[src/rtl/ddt_pkg.sv]
// Shared definitions for the drawdown tracker: parameter defaults and the
// sequencer state type. Used by every module in the rtl folder.
// No dependencies.
package ddt_pkg;

  localparam int SAMPLE_WIDTH_DEF  = 32;
  localparam int FRACTION_BITS_DEF = 16;
  localparam int COUNT_WIDTH_DEF   = 32;

  typedef enum logic [1:0] {
    ST_IDLE,
    ST_DIV,
    ST_DONE
  } ddt_state_t;

endpackage

[src/rtl/ddt_divider.sv]
// Bit-serial restoring divider for the drawdown ratio, one quotient bit per
// cycle shifted into a quotient register. Depends on ddt_pkg for defaults.
module ddt_divider #(
  parameter int SAMPLE_WIDTH  = ddt_pkg::SAMPLE_WIDTH_DEF,
  parameter int FRACTION_BITS = ddt_pkg::FRACTION_BITS_DEF
) (
  input  logic                       clk,
  input  logic                       rst,
  input  logic                       start,
  input  logic [SAMPLE_WIDTH-1:0]    num,
  input  logic [SAMPLE_WIDTH-1:0]    den,
  output logic                       done,
  output logic [FRACTION_BITS+1:0]   quot
);

  localparam int DdBits = FRACTION_BITS + 2;
  localparam int StepW  = $clog2(DdBits);
  localparam logic [StepW-1:0] LastStep = StepW'(DdBits - 1);

  logic                      active;
  logic [StepW-1:0]          step;
  logic [SAMPLE_WIDTH:0]     rem;
  logic [SAMPLE_WIDTH+1:0]   dvs;
  logic [DdBits-1:0]         qsr;

  logic [SAMPLE_WIDTH+1:0]   den4;
  logic                      sat;
  logic [SAMPLE_WIDTH+1:0]   trial;
  logic                      fits;

  // The ratio is computed as (num * 2^(FRACTION_BITS+2)) / (4 * den) with num < 4 * den.
  assign den4  = {den, 2'b00};
  assign sat   = {2'b00, num} >= den4;
  assign trial = {rem, 1'b0};
  assign fits  = trial >= dvs;
  assign quot  = qsr;

  always_ff @(posedge clk) begin
    if (rst) begin
      active <= 1'b0;
      done   <= 1'b0;
      step   <= '0;
    end else begin
      done <= 1'b0;
      if (start) begin
        if (sat) begin
          done <= 1'b1;
        end else begin
          active <= 1'b1;
          step   <= '0;
        end
      end else if (active) begin
        step <= step + 1'b1;
        if (step == LastStep) begin
          active <= 1'b0;
          done   <= 1'b1;
        end
      end
    end
  end

  always_ff @(posedge clk) begin
    if (start) begin
      rem <= {1'b0, num};
      dvs <= den4;
      if (sat) begin
        qsr <= '1;
      end
    end else if (active) begin
      rem <= fits ? (trial[SAMPLE_WIDTH:0] - dvs[SAMPLE_WIDTH:0]) : trial[SAMPLE_WIDTH:0];
      qsr <= {qsr[DdBits-2:0], fits};
    end
  end

endmodule

[src/rtl/drawdown_tracker.sv]
// Top level of the drawdown tracker: stream ports, series state, sequencer
// and output register. Depends on ddt_pkg and ddt_divider.
//
// Each input transfer carries one signed equity sample in s_tdata and the
// end-of-series flag in s_tlast. Exactly one output transfer follows each
// input: the drawdown of that sample as an unsigned ratio with FRACTION_BITS
// fraction bits and two integer bits, and, on the transfer with m_tlast set,
// the largest drawdown and the longest run of samples below the peak for the
// whole series. All series state is cleared when that result is loaded into the output register.
// The ratio is produced by a bit-serial divider, one quotient bit per cycle.
// A sample that needs a division takes the sequencer from idle through the
// divide state to done, also when the ratio saturates; a sample that needs
// no division, whose drawdown is reported as zero, goes from idle to done.
// In the done state the result is loaded into the output register, and the
// sequencer returns to idle, where the next sample can be accepted.
// The result sits in an output register, so the next sample is accepted
// while a finished result still waits. If the receiver stalls, the block
// holds its next result in the sequencer until the output register frees.
// Reset returns the sequencer to idle, clears the series state and drops m_tvalid.
module drawdown_tracker #(
  parameter int SAMPLE_WIDTH  = ddt_pkg::SAMPLE_WIDTH_DEF,
  parameter int FRACTION_BITS = ddt_pkg::FRACTION_BITS_DEF,
  parameter int COUNT_WIDTH   = ddt_pkg::COUNT_WIDTH_DEF
) (
  input  logic clk,
  input  logic rst,
  input  logic s_tvalid,
  output logic s_tready,
  // sample
  input  logic [((SAMPLE_WIDTH+7)/8)*8-1:0] s_tdata,
  input  logic s_tlast,
  output logic m_tvalid,
  input  logic m_tready,
  // drawdown, max_drawdown, max_duration
  output logic [((2*(FRACTION_BITS+2)+COUNT_WIDTH+7)/8)*8-1:0] m_tdata,
  output logic m_tlast
);

  localparam int DdBits = FRACTION_BITS + 2;
  localparam int OutW   = ((2*DdBits + COUNT_WIDTH + 7) / 8) * 8;

  ddt_pkg::ddt_state_t state, state_next;

  logic signed [SAMPLE_WIDTH-1:0] peak;
  logic                           started;
  logic [DdBits-1:0]              worst;
  logic [COUNT_WIDTH-1:0]         run;
  logic [COUNT_WIDTH-1:0]         longest;
  logic                           item_last;
  logic                           use_div;

  logic [DdBits-1:0]              out_dd;
  logic [DdBits-1:0]              out_mdd;
  logic [COUNT_WIDTH-1:0]         out_dur;

  logic signed [SAMPLE_WIDTH-1:0] sample;
  logic signed [SAMPLE_WIDTH-1:0] pk;
  logic                           ge;
  logic                           need_div;
  logic [COUNT_WIDTH-1:0]         run_inc;
  logic                           accept;
  logic                           out_free;
  logic                           load_out;
  logic                           div_start;
  logic                           div_done;
  logic [DdBits-1:0]              quot;
  logic [DdBits-1:0]              dd;
  logic [DdBits-1:0]              worst_new;

  assign sample   = s_tdata[SAMPLE_WIDTH-1:0];
  assign pk       = started ? peak : sample;
  assign ge       = sample >= pk;
  assign need_div = !ge && !pk[SAMPLE_WIDTH-1] && (pk != '0);
  assign run_inc  = (run == '1) ? run : run + 1'b1;
  assign out_free = !m_tvalid || m_tready;
  assign accept   = s_tvalid && s_tready;
  assign dd       = use_div ? quot : '0;
  assign worst_new = (dd > worst) ? dd : worst;

  ddt_divider #(
    .SAMPLE_WIDTH (SAMPLE_WIDTH),
    .FRACTION_BITS(FRACTION_BITS)
  ) u_div (
    .clk  (clk),
    .rst  (rst),
    .start(div_start),
    .num  (SAMPLE_WIDTH'(pk - sample)),
    .den  (pk),
    .done (div_done),
    .quot (quot)
  );

  always_comb begin
    state_next = state;
    unique case (state)
      ddt_pkg::ST_IDLE: begin
        if (s_tvalid) begin
          state_next = need_div ? ddt_pkg::ST_DIV : ddt_pkg::ST_DONE;
        end
      end
      ddt_pkg::ST_DIV: begin
        if (div_done) begin
          state_next = ddt_pkg::ST_DONE;
        end
      end
      ddt_pkg::ST_DONE: begin
        if (out_free) begin
          state_next = ddt_pkg::ST_IDLE;
        end
      end
      default: state_next = ddt_pkg::ST_IDLE;
    endcase
  end

  always_comb begin
    s_tready  = 1'b0;
    div_start = 1'b0;
    load_out  = 1'b0;
    unique case (state)
      ddt_pkg::ST_IDLE: begin
        s_tready  = 1'b1;
        div_start = s_tvalid && need_div;
      end
      ddt_pkg::ST_DIV: begin
      end
      ddt_pkg::ST_DONE: begin
        load_out = out_free;
      end
      default: begin
      end
    endcase
  end

  always_ff @(posedge clk) begin
    if (rst) begin
      state   <= ddt_pkg::ST_IDLE;
      peak    <= '0;
      started <= 1'b0;
      worst   <= '0;
      run     <= '0;
      longest <= '0;
      use_div <= 1'b0;
    end else begin
      state <= state_next;
      if (accept) begin
        started <= 1'b1;
        use_div <= need_div;
        if (ge) begin
          peak <= sample;
          run  <= '0;
        end else begin
          peak <= pk;
          run  <= run_inc;
          if (run_inc > longest) begin
            longest <= run_inc;
          end
        end
      end else if (load_out) begin
        if (item_last) begin
          peak    <= '0;
          started <= 1'b0;
          worst   <= '0;
          run     <= '0;
          longest <= '0;
        end else begin
          worst <= worst_new;
        end
      end
    end
  end

  always_ff @(posedge clk) begin
    if (accept) begin
      item_last <= s_tlast;
    end
  end

  always_ff @(posedge clk) begin
    if (rst) begin
      m_tvalid <= 1'b0;
    end else if (load_out) begin
      m_tvalid <= 1'b1;
    end else if (m_tready) begin
      m_tvalid <= 1'b0;
    end
  end

  always_ff @(posedge clk) begin
    if (load_out) begin
      out_dd  <= dd;
      out_mdd <= item_last ? worst_new : '0;
      out_dur <= item_last ? longest : '0;
      m_tlast <= item_last;
    end
  end

  assign m_tdata = OutW'({out_dur, out_mdd, out_dd});

endmodule
[config.mk]
export PLATFORM = sky130hd
export DESIGN_NAME = drawdown_tracker
export DESIGN_NICKNAME = d
export VERILOG_FILES = /design/src/rtl/ddt_pkg.sv /design/src/rtl/ddt_divider.sv /design/src/rtl/drawdown_tracker.sv
export SDC_FILE = /design/constraint.sdc
export NUM_CORES = 1
export LEC_CHECK = 0
export BUFFER_PORTS_ARGS = -buffer_cell sky130_fd_sc_hd__buf_4
export CAP_MARGIN = 20
export CORE_MARGIN = 2
export CORE_UTILIZATION = 45
export CTS_CLUSTER_SIZE = 14
export DETAILED_ROUTE_END_ITERATION = 7
export GPL_ROUTABILITY_DRIVEN = 0
export REMOVE_ABC_BUFFERS = 1
export SETUP_SLACK_MARGIN = 0.5
export SKIP_LAST_GASP = 1
export SLEW_MARGIN = 0
export SYNTH_ARGS = -nofsm -noshare
export SYNTH_HDL_FRONTEND = slang
export SYNTH_SLANG_ARGS = --single-unit
[constraint.sdc]
create_clock -name clk -period 5.8 [get_ports clk]
set_input_delay 1.74 -clock clk [delete_from_list [all_inputs] [get_ports clk]]
set_output_delay 1.74 -clock clk [all_outputs]
set_load 0.05 [all_outputs]
======== Word-level counts from Yosys, hierarchy flattened ========
Index checks and enable logic that the tools add are counted.
operators by class
  bitwise logic cells ..................... 1
  equality and inequality tests ........... 11
  add/subtract/negate cells ............... 4
  reductions and logical operators ........ 20
  magnitude comparators ................... 5
  multiplexer cells ....................... 44
operator list
  operator                                                          number
  32-bit 2-to-1 mux                                                 13
  18-bit 2-to-1 mux                                                 6
  32-bit by 34-bit >= comparator with 1-bit output                  1
  34-bit >= comparator                                              1
  33-bit 2-to-1 mux                                                 1
  33-bit subtractor                                                 1
  32-bit by 1-bit adder with 32-bit output (second input constant)  1
  32-bit == test (second input constant)                            1
  32-bit >= comparator                                              1
  32-bit > comparator                                               1
  32-bit nonzero test                                               1
  32-bit subtractor                                                 1
  18-bit > comparator                                               1
  1-bit 2-to-1 mux                                                  16
  5-bit 2-to-1 mux                                                  3
  2-bit 2-to-1 mux                                                  4
  2-bit != test (second input constant)                             4
  2-bit AND reduction                                               4
  2-bit nonzero test                                                4
  2-bit by 1-bit != test with 1-bit output (second input constant)  3
  2-bit case mux with 3 select lines                                1
  5-bit by 1-bit adder with 5-bit output (second input constant)    1
  5-bit == test (second input constant)                             1
  1-bit logical AND                                                 4
  other kinds (8)                                                   10
word-level totals
  flip-flop bits (word level) ............. 279
  logic and storage cells ................. 105
  bits of input ports ..................... 37
  output and inout port bits .............. 75

======== Longest topological paths before layout ========
Gate-level depths: netlist (run 1).
  depth in word-level cells ............... 9
  mapped depth ............................ 27

======== Cells and area by module ========
A second synthesis (run 1) with hierarchy kept.
unflattened totals
  cells, all modules ...................... 1898
  area, all modules ....................... 17705.7 um^2
modules (own cells, without submodules)
  module            cells each  times used  sequential area each (um^2)  area an instance (um^2)
  drawdown_tracker  1247        1           4484.3                       11324.6
  ddt_divider       651         1           2622.5                       6381.1

======== Worst setup path after synthesis (run 1) ========
OpenSTA, ideal clock, no wires.
  kind .................................... input-to-reg
  start point ............................. in s_tdata[1]
  end point ............................... reg u_div.qsr[0] (netlist: u_div.quot[0]), enable pin
  arrival ................................. 5.713 ns
  setup slack ............................. -0.291 ns
  cell stages on the path ................. 21
  path buffers ............................ 0
  data required time ...................... 5.422 ns
  path through ............................ inv_1 o21a_1 fa_1 nand2b_1 a21o_1 nand3_1 a311oi_1 o31a_1 o41ai_1 a21oi_1 xnor2_1 ha_1 a21o_1 a21o_1 a21o_1 a21o_1 a21o_1 a21oi_1 nand2_1 nand2_1 nand2_1
on the way
  longest elaborated chain between the ends .. 9
ends and longest elaborated chain
  element                                                                                   line                    RTL
  start: declaration                                                                        drawdown_tracker.sv:30  input logic [((SAMPLE_WIDTH+7)/8)*8-1:0] s_tdata,
  branches (longest 8 deep; another with 32-bit by 34-bit >= comparator with 1-bit output)  --
  2-bit AND reduction (no line) (*)                                                         --
  end signal: assignment                                                                    ddt_divider.sv:71       qsr <= {qsr[DdBits-2:0], fits};
  end: declaration                                                                          ddt_divider.sv:24       logic [DdBits-1:0] qsr;
Mark *: on every way between the ends.
A chain may end at the register's enable or synchronous reset.

======== Worst setup path after layout (run 1) ========
  start point ............................. in s_tdata[1]
  end point ............................... reg u_div.qsr[8] (netlist: u_div.quot[8]), enable pin
Same word-level chain as after synthesis.

==> results.sh, run 1 <==
export IMPL_cp_data_arrival_time_ns=5.76
export IMPL_path_common_cell="a21o_1"
export IMPL_dieWidth_um=202
export IMPL_overflow=0
export IMPL_status="finished clean"
export IMPL_min_path_cells=1
export IMPL_holdWs_ns=0.479
export IMPL_r2r_slack_ns=0.77
export IMPL_dp_cells=2556
export IMPL_drtPass1Iterations=5
export IMPL_hold_path_end="peak[22]$_SDFFE_PP0P_"
export IMPL_insertion_delay_ns=0.60
export IMPL_htreeDepth=1
export IMPL_p_per_area_nw_per_um2=349
export IMPL_cp_num_buf_inv=5
export IMPL_cts_tree="built"
export IMPL_p_sw_mw=2.77
export IMPL_grt_max_degree=82
export IMPL_finalMaxSlewViolations=0
export IMPL_max_stage_delay_ns=0.34
export IMPL_cp_data_required_time_ns=6.16
export IMPL_synthArstFlopShare_pct=0
export IMPL_start_util_pct=45.8
export IMPL_final_cell_mix="buf_4 (290), inv_1 (183), edfxtp_1 (152), ha_1 (133), dfxtp_1 (126)"
export IMPL_clkTransAtPathRegs_ns=0.06
export IMPL_syn_to_final_growth_pct=23.0
export IMPL_root_buffer="clkbuf_16"
export IMPL_p_leak_nw=9.21
export IMPL_drtAntennaViolNets=0
export IMPL_crit_start="s_tdata[1]"
export IMPL_synth_cell_area_um2=17700
export IMPL_final_period_utilization_pct=93.0
export IMPL_grt_pass1_vias=14800
export IMPL_routedWlPerCell_um=18.6
export IMPL_max_slew_margin_rel_pct=24.8
export IMPL_path_class="in -> reg"
export IMPL_clkPwrFrac_pct=26.0
export IMPL_fin_cells=2637
export IMPL_fillCellCount=3440
export IMPL_synth_seq_cells=279
export IMPL_ir_worst_vdd_v=0.000251
export IMPL_min_path_type="reg -> reg"
export IMPL_fin_util_pct=56.3
export IMPL_numCtsBuffers=31
export IMPL_port_buffers=107
export IMPL_vias=15000
export IMPL_place_hpwl_mm=35.2
export IMPL_cts_sinks=279
export IMPL_crit_family="compound AO/OA/AOI/OAI gates"
export IMPL_fin_nets=2281
export IMPL_rsz0062_at_grt="yes"
export IMPL_synthCells=1849
export IMPL_fmax_mhz=185
export IMPL_syn_area_per_cell_um2=9.59
export IMPL_crit_path_max_fanout=4
export IMPL_r2r_end="u_div.quot[8]$_SDFFCE_PP1P_"
export IMPL_synth_seq_area_share_pct=40.1
export IMPL_p_comb_share_pct=41.6
export IMPL_synthDistinctLibCells=90
export IMPL_final_common_cell="buf_4"
export IMPL_diodes=0
export IMPL_cap_violations=0
export IMPL_row_count=72
export IMPL_worst_setup_path_end_kind="flop"
export IMPL_grt_usage_pct=23.4
export IMPL_drt_iter0_markers=978
export IMPL_timing_hold_violations_final=0
export IMPL_ys_warn_count=0
export IMPL_total_power_mw=7.61
export IMPL_ios=112
export IMPL_grt_pass1_wl_mm=78.0
export IMPL_drive_gt1_share_pct=21.4
export IMPL_postCtsHoldBufs=0
export IMPL_clk_path_buf_depth=3
export IMPL_die_area_um2=41000
export IMPL_drc_errors=0
export IMPL_vias_per_cell=5.67
export IMPL_p_int_mw=4.84
export IMPL_swShare_pct=36.4
export IMPL_setup_viol=0
export IMPL_reg2reg_depth=22
export IMPL_coreArea_um2=38700
export IMPL_dieHeight_um=202
export IMPL_ys_flop_type="edfxtp_1"
export IMPL_worst_pin_slew_ns=1.13
export IMPL_layout_min_cycle_time_ns=5.39
export IMPL_finClkSkew_ns=0.0116
export IMPL_r2r_start="started$_SDFFE_PP0P_"
export IMPL_hp_start="peak[22]$_SDFFE_PP0P_"
export IMPL_synth_edf_count=152
export IMPL_seq_power_share_pct=32.4
export IMPL_cp_start_kind="primary input"
export IMPL_wirelength_mm=48.9
export IMPL_antenna_found_initial=0
export IMPL_cpMaxStageDelayCell="fa_2"
[layer usage]
| layer | part of all wire (%) | vias to the layer above | global-route usage (%) | routed length, µm |
|---|---|---|---|---|
| met5 | 0 | - | 0 | 0 |
| li1 | - | 7258 | - | - |
| met1 | 47 | 7240 | 32.7 | 22900 |
| met2 | 46 | 391 | 38.4 | 22500 |
| met3 | 5.1 | 71 | 2.97 | 2480 |
| met4 | 2.3 | 0 | 5.84 | 1110 |
[timing repair]
item / CTS / global route
pin swaps: 15 / 48
endpoints found under the setup margin: 24 / 24
gates resized for setup: 34 / 62
buffers inserted: 7 / 14
cloned: 2 / 1
[power by group through the flow]
stage	logic, mW	clock network, mW	registers [mW]
4_1_cts	3.03	2.02	2.46
2_1_floorplan	1.84	0	2.60
6_report	3.17	1.98	2.47
5_1_grt	3.46	2.10	2.49
3_3_place_gp	2.89	0	2.50
3_5_place_dp	2.94	0	2.50
[stage by stage]
stage	setup TNS (ns)	setup slack, ns	cell area, µm²
floorplan	-6.63	-0.368	17300
global placement	-5.34	-0.256	20100
detailed placement	-7.92	-0.360	20100
CTS	0	0.479	21400
global route	0	0.259	21800
finish	0	0.407	21800
[flip-flops by register name, summed over array words and instances, names as in the netlist, 2 cells and up]
| register | flops |
|---|---|
| u_div.rem | 33 |
| peak | 32 |
| longest | 32 |
| u_div.dvs | 32 |
| out_mdd | 18 |
| run | 32 |
| out_dd | 18 |
| worst | 18 |
| u_div.quot | 18 |
| out_dur | 32 |
| state | 2 |
| u_div.step | 5 |
[cell type report]
class | instances | area (µm²) | share of cell area, %
sequential | 279 | 7110 | 32.6
clock buffer | 44 | 907 | 4.16
inverter | 194 | 732 | 3.36
multi-input combinational | 1286 | 9900 | 45.4
tap | 518 | 648 | 2.97
timing repair buffer | 303 | 2400 | 11.0
clock inverter | 13 | 103 | 0.471
[logic make-up after synthesis]
| group | synth area share (%) |
|---|---|
| compound gates | 20.6 |
| xor+xnor | 4.15 |
| fa+ha+maj | 10.6 |
| buf+inv | 6.56 |
| flops | 40.1 |
| mux | 4.08 |
| other cells | 0.0212 |
| simple gates | 13.9 |
[Yosys cell counts (44+ instances only)]
library cell,instances,area (µm²)
nor2_1,78,293
o21ai_0,52,260
nor3_1,44,220
dfxtp_1,127,2540
clkbuf_1,53,199
nand2_1,123,462
a21oi_1,81,405
ha_1,147,1840
nand3_1,67,335
a21o_1,61,458
xnor2_1,62,543
a22o_1,68,596
edfxtp_1,152,4560
inv_1,192,721
[worst max path at each step]
| stage | cells past startpoint | slack [ns] | endpoint |
|---|---|---|---|
| floorplan | 21 | -0.37 | u_div.quot[0]$_SDFFCE_PP1P_ |
| global placement | 24 | -0.26 | u_div.quot[16]$_SDFFCE_PP1P_ |
| detailed placement | 23 | -0.36 | u_div.quot[16]$_SDFFCE_PP1P_ |
| CTS | 23 | 0.48 | u_div.quot[14]$_SDFFCE_PP1P_ |
| global route | 24 | 0.26 | u_div.quot[10]$_SDFFCE_PP1P_ |
| finish | 25 | 0.41 | u_div.quot[8]$_SDFFCE_PP1P_ |
Note: power is estimated with default switching activity, not from simulation.
==> run 2: changes to the inputs <==
--- a/config.mk
+++ b/config.mk
@@ -7,8 +7,7 @@
 export LEC_CHECK = 0
 export BUFFER_PORTS_ARGS = -buffer_cell sky130_fd_sc_hd__buf_4
 export CAP_MARGIN = 20
-export CORE_MARGIN = 2
-export CORE_UTILIZATION = 45
+export CORE_UTILIZATION = 40
 export CTS_CLUSTER_SIZE = 14
 export DETAILED_ROUTE_END_ITERATION = 7
 export GPL_ROUTABILITY_DRIVEN = 0
==> results.sh, run 2 (synthesized netlist as in run 1, its figures left out) <==
export IMPL_reg2reg_depth=24
export IMPL_ios=112
export IMPL_finClkSkew_ns=0.0212
export IMPL_drc_errors=0
export IMPL_clkPwrFrac_pct=28.1
export IMPL_multiInputGateArea_um2=9900
export IMPL_finalMaxSlewViolations=0
export IMPL_fin_nets=2287
export IMPL_cp_start_kind="primary input"
export IMPL_p_leak_nw=9.30
export IMPL_ir_worst_vdd_v=0.000202
export IMPL_routedWlPerCell_um=17.6
export IMPL_ff_latch_area_um2=7110
export IMPL_top_register="u_div.rem"
export IMPL_htreeDepth=2
export IMPL_grt_usage_pct=21.3
export IMPL_fmax_mhz=186
export IMPL_final_cell_area_um2=22100
export IMPL_vias=14800
export IMPL_p_int_mw=5.04
export IMPL_layout_min_cycle_time_ns=5.39
export IMPL_dieHeight_um=213
export IMPL_drt_iter0_markers=927
export IMPL_dieWidth_um=213
export IMPL_final_period_utilization_pct=92.9
export IMPL_max_slew_margin_rel_pct=27.0
export IMPL_timing_hold_violations_final=0
export IMPL_grt_pass1_wl_mm=76.3
export IMPL_hp_start="state[1]$_SDFFE_PP0P_"
export IMPL_cap_violations=0
export IMPL_overflow=0
export IMPL_syn_to_final_growth_pct=24.5
export IMPL_largest_register_ffs=33
export IMPL_setup_viol=0
export IMPL_r2r_slack_ns=0.76
export IMPL_port_buffers=107
export IMPL_hold_path_end="state[0]$_SDFFE_PP0P_"
export IMPL_root_buffer="clkbuf_16"
export IMPL_cts_tree="built"
export IMPL_swShare_pct=35.4
export IMPL_drtAntennaViolNets=0
export IMPL_seq_power_share_pct=31.6
export IMPL_min_path_type="reg -> reg"
export IMPL_min_path_cells=1
export IMPL_die_area_um2=45200
export IMPL_antenna_found_initial=1
export IMPL_wirelength_mm=47.7
export IMPL_r2r_end="u_div.quot[0]$_SDFFCE_PP1P_"
export IMPL_worst_setup_path_end_kind="flop"
export IMPL_p_per_area_nw_per_um2=354
export IMPL_rsz0062_at_grt="yes"
export IMPL_path_class="in -> reg"
export IMPL_start_util_pct=40.9
export IMPL_worst_pin_slew_ns=1.09
export IMPL_cp_data_arrival_time_ns=5.68
export IMPL_placed_area_um2=20200
export IMPL_holdWs_ns=0.479
export IMPL_place_hpwl_mm=34.7
export IMPL_p_comb_share_pct=40.3
export IMPL_vias_per_cell=5.45
export IMPL_clk_path_buf_depth=3
export IMPL_insertion_delay_ns=0.54
export IMPL_p_sw_mw=2.76
export IMPL_final_common_cell="buf_4"
export IMPL_r2r_start="started$_SDFFE_PP0P_"
export IMPL_drtPass1Iterations=5
export IMPL_status="finished clean"
export IMPL_cp_data_required_time_ns=6.10
export IMPL_grt_max_degree=88
export IMPL_crit_path_max_fanout=9
export IMPL_fillCellCount=4031
export IMPL_grt_pass1_vias=14400
export IMPL_clkTransAtPathRegs_ns=0.06
export IMPL_final_cell_mix="buf_4 (292), inv_1 (183), edfxtp_1 (152), ha_1 (130), dfxtp_1 (126)"
export IMPL_coreArea_um2=43400
export IMPL_row_count=76
export IMPL_postCtsHoldBufs=0
export IMPL_numCtsBuffers=34
export IMPL_cts_sinks=279
export IMPL_drive_gt1_share_pct=21.7
-- run 2: cell types whose count changed in the layout (fill, tap and decap cells not counted), sizes merged --
cell | before | now
clkbuf | 45 | 55
clkinv | 10 | 4
buf | 302 | 305
clkinvlp | 1 | 2
diode | 0 | 1
-- run 2: critical path: stages --
cell	delay, ns
buf_8	0.08
inv_2	0.03
o21a_1	0.20
buf_6	0.13
fa_2	0.36
nand2b_4	0.15
a21o_1	0.17
nand3_2	0.08
a311oi_2	0.09
o31a_1	0.33
buf_4	0.15
o31a_1	0.27
xnor2_2	0.16
ha_2	0.19
a21o_1	0.17
a21o_1	0.15
a21o_1	0.17
a211oi_2	0.18
nand3b_1	0.12
o2111ai_2	0.26
nand2_2	0.12
nand2_2	0.11
nand2_4	0.10
buf_12	0.17
-- run 2: power groups by stage --
stage	registers, mW	clock network (mW)	logic (mW)
after floorplan	2.60	0	1.84
after global placement	2.50	0	2.90
after detailed placement	2.50	0	2.95
after CTS	2.46	2.25	3.05
after global routing	2.49	2.33	3.43
final	2.47	2.19	3.15
-- run 2: worst max path at each step --
stage | startpoint | endpoint | cells past startpoint
CTS | s_tdata[0] | u_div.step[2]$_SDFFE_PP0P_ | 24
detailed placement | s_tdata[0] | u_div.quot[8]$_SDFFCE_PP1P_ | 23
global placement | s_tdata[0] | u_div.quot[8]$_SDFFCE_PP1P_ | 24
finish | s_tdata[1] | u_div.quot[0]$_SDFFCE_PP1P_ | 24
global route | s_tdata[14] | u_div.quot[13]$_SDFFCE_PP1P_ | 25
floorplan | s_tdata[0] | u_div.quot[0]$_SDFFCE_PP1P_ | 21
-- run 2: area by class of cell --
class | count | share of cell area [%]
Tap cell | 585 | 3.32
Sequential cell | 279 | 32.2
Multi-Input combinational cell | 1286 | 44.9
Clock inverter | 8 | 0.420
Timing Repair Buffer | 306 | 11.0
Clock buffer | 54 | 4.85
Inverter | 194 | 3.31
Antenna cell | 1 | 0.0113
-- run 2: metrics by stage --
step	setup TNS, ns	worst slack, ns	utilization (%)	std cells	total power [mW]
floorplan	-6.63	-0.368	-	1759	4.44
global placement	-8.66	-0.410	46.7	2627	5.40
detailed placement	-10.15	-0.466	46.7	2627	5.45
CTS	0	0.473	50.0	2701	7.76
global route	0	0.237	50.9	2712	8.24
finish	0	0.414	50.9	2713	7.81
-- run 2: timing repair --
action	CTS	global route
buffers inserted	11	10
gates resized for setup	37	48
pin swaps	33	19
setup endpoints to repair	25	53
cloned	1	1
-- run 2: per-layer routing --
layer	track usage (%)	wire length [µm]
met3	3.68	2150
met4	8.04	1680
met2	33.1	21300
met5	0	13
met1	29.5	22500
==> run 3: changes to the inputs <==
--- a/config.mk
+++ b/config.mk
@@ -10,9 +10,8 @@
 export CORE_UTILIZATION = 40
 export CTS_CLUSTER_SIZE = 14
 export DETAILED_ROUTE_END_ITERATION = 7
-export GPL_ROUTABILITY_DRIVEN = 0
 export REMOVE_ABC_BUFFERS = 1
-export SETUP_SLACK_MARGIN = 0.5
+export SETUP_SLACK_MARGIN = 0.2
 export SKIP_LAST_GASP = 1
 export SLEW_MARGIN = 0
 export SYNTH_ARGS = -nofsm -noshare
==> constraint.sdc (replaced) <==
create_clock -name clk -period 4.7 [get_ports clk]
set_input_delay 1.41 -clock clk [delete_from_list [all_inputs] [get_ports clk]]
set_output_delay 1.41 -clock clk [all_outputs]
set_load 0.05 [all_outputs]
==> results.sh, run 3 (synthesized netlist as in run 1, its figures left out) <==
export IMPL_multiInputGateArea_um2=10000
export IMPL_ios=112
export IMPL_diodes=0
export IMPL_grt_pass1_wl_mm=79.3
export IMPL_wirelength_mm=50.1
export IMPL_grt_pass1_vias=15000
export IMPL_clkTransAtPathRegs_ns=0.06
export IMPL_drt_iter0_markers=967
export IMPL_insertion_delay_ns=0.54
export IMPL_p_leak_nw=10.0
export IMPL_final_period_utilization_pct=109
export IMPL_status="complete, but fails checks"
export IMPL_root_buffer="clkbuf_16"
export IMPL_drc_errors=0
export IMPL_p_per_area_nw_per_um2=424
export IMPL_fin_util_pct=53.6
export IMPL_fillCellCount=3901
export IMPL_dp_slack_ns=-1.23
export IMPL_htreeDepth=2
export IMPL_drtPass1Iterations=5
export IMPL_coreArea_um2=43400
export IMPL_antenna_found_initial=0
export IMPL_seq_power_share_pct=30.7
export IMPL_cap_violations=0
export IMPL_rsz0062_at_grt="yes"
export IMPL_violations="negative setup slack"
export IMPL_cp_start_kind="primary input"
export IMPL_grt_max_degree=59
export IMPL_drive_gt1_share_pct=27.1
export IMPL_dieWidth_um=213
export IMPL_min_path_type="reg -> reg"
export IMPL_top_register="u_div.rem"
export IMPL_cts_tree="built"
export IMPL_layout_min_cycle_time_ns=5.12
export IMPL_clkPwrFrac_pct=26.3
export IMPL_start_util_pct=40.9
export IMPL_place_congestion=0.934
export IMPL_final_common_cell="buf_4"
export IMPL_cp_data_arrival_time_ns=5.57
export IMPL_row_count=76
export IMPL_finClkSkew_ns=0.0129
export IMPL_ir_worst_vdd_v=0.000291
export IMPL_worst_setup_path_end_kind="flop"
export IMPL_die_area_um2=45200
export IMPL_setup_viol=25
export IMPL_routedWlPerCell_um=17.6
export IMPL_swShare_pct=35.4
export IMPL_timing_hold_violations_final=0
export IMPL_cts_sinks=279
export IMPL_fmax_mhz=195
export IMPL_syn_to_final_growth_pct=31.1
export IMPL_cp_data_required_time_ns=5.15
export IMPL_numCtsBuffers=34
export IMPL_finalMaxSlewViolations=0
export IMPL_grt_usage_pct=22.3
export IMPL_drtAntennaViolNets=0
export IMPL_port_buffers=107
export IMPL_p_int_mw=6.37
export IMPL_p_comb_share_pct=43.0
export IMPL_final_cell_mix="buf_4 (410), inv_1 (187), edfxtp_1 (152), ha_1 (129), nand2_1 (120)"
export IMPL_worst_pin_slew_ns=0.976
export IMPL_path_class="in -> reg"
export IMPL_vias_per_cell=5.39
export IMPL_vias=15300
export IMPL_dieHeight_um=213
export IMPL_crit_path_max_fanout=4
export IMPL_max_slew_margin_rel_pct=34.5
export IMPL_fin_nets=2418
export IMPL_p_sw_mw=3.49
export IMPL_fin_ws_ns=-0.425
export IMPL_largest_register_ffs=33
export IMPL_overflow=0
export IMPL_holdWs_ns=0.478
export IMPL_ff_latch_area_um2=7120
export IMPL_place_hpwl_mm=37.5
export IMPL_clk_path_buf_depth=3
run 3: final cells by class:
| class | count | area share (%) |
|---|---|---|
| Inverter | 194 | 3.15 |
| Multi-Input combinational cell | 1286 | 43.1 |
| Clock inverter | 16 | 0.667 |
| Timing Repair Buffer | 437 | 15.2 |
| Clock buffer | 46 | 4.03 |
| Sequential cell | 279 | 30.6 |
| Tap cell | 585 | 3.15 |
run 3: power groups by stage:
| stage | clock, mW | sequential (mW) | combinational, mW |
|---|---|---|---|
| after global routing | 2.75 | 3.05 | 4.63 |
| final | 2.59 | 3.03 | 4.24 |
| after detailed placement | 0 | 3.08 | 3.90 |
| after floorplan | 0 | 3.21 | 2.27 |
| after CTS | 2.66 | 3.03 | 4.09 |
| after global placement | 0 | 3.07 | 3.84 |
run 3: worst paths after layout:
path	slack, ns	start	cells past startpoint	end
max	-0.42	s_tdata[2]	27	u_div.step[3]$_SDFFE_PP0P_
min	0.48	run[26]$_SDFFE_PP0P_	2	run[26]$_SDFFE_PP0P_
max reg2reg	-0.09	started$_SDFFE_PP0P_	25	u_div.step[3]$_SDFFE_PP0P_
min reg2reg	0.48	run[26]$_SDFFE_PP0P_	2	run[26]$_SDFFE_PP0P_
run 3: routing by layer:
| metal | up-vias | part of all wire [%] | GRT usage [%] |
|---|---|---|---|
| met5 | - | 0 | 0 |
| li1 | 7530 | - | - |
| met1 | 7437 | 47 | 30.8 |
| met3 | 60 | 5.3 | 4.00 |
| met2 | 304 | 45 | 34.9 |
| met4 | 0 | 2.3 | 7.12 |
run 3: what timing repair did:
item                                    4_1_cts  5_1_grt
cloned                                        2        3
gates resized for setup                      49       72
pin swaps                                    32       43
hold buffers                                  0        0
endpoints found under the setup margin       25       84
hold endpoints to repair                      0        0
buffers inserted                             21       11
run 3: worst max-delay path, stage by stage:
cell       delay (ns)
buf_4            0.12
inv_2            0.04
o21a_1           0.17
inv_2            0.07
ha_4             0.30
buf_6            0.11
nand2b_4         0.05
a21o_1           0.21
nand3_2          0.09
a311oi_2         0.09
o31a_1           0.30
o41ai_2          0.39
buf_4            0.20
buf_6            0.10
a21oi_4          0.05
xnor2_2          0.15
ha_1             0.31
and4_1           0.18
nand4_1          0.12
nor2_2           0.16
o2111ai_2        0.16
nand2_2          0.15
nand2_4          0.09
buf_6            0.12
buf_6            0.10
buf_6            0.11
a221oi_2         0.21
run 3: through the flow:
step	cell area (µm²)	power [mW]	cells	TNS [ns]
after floorplan	17300	5.48	1759	-95.32
after global placement	21200	6.91	2744	-46.79
after detailed placement	21200	6.98	2744	-47.45
after CTS	22700	9.78	2829	-7.54
after global routing	23200	10.4	2843	-13.68
final	23200	9.86	2843	-9.29
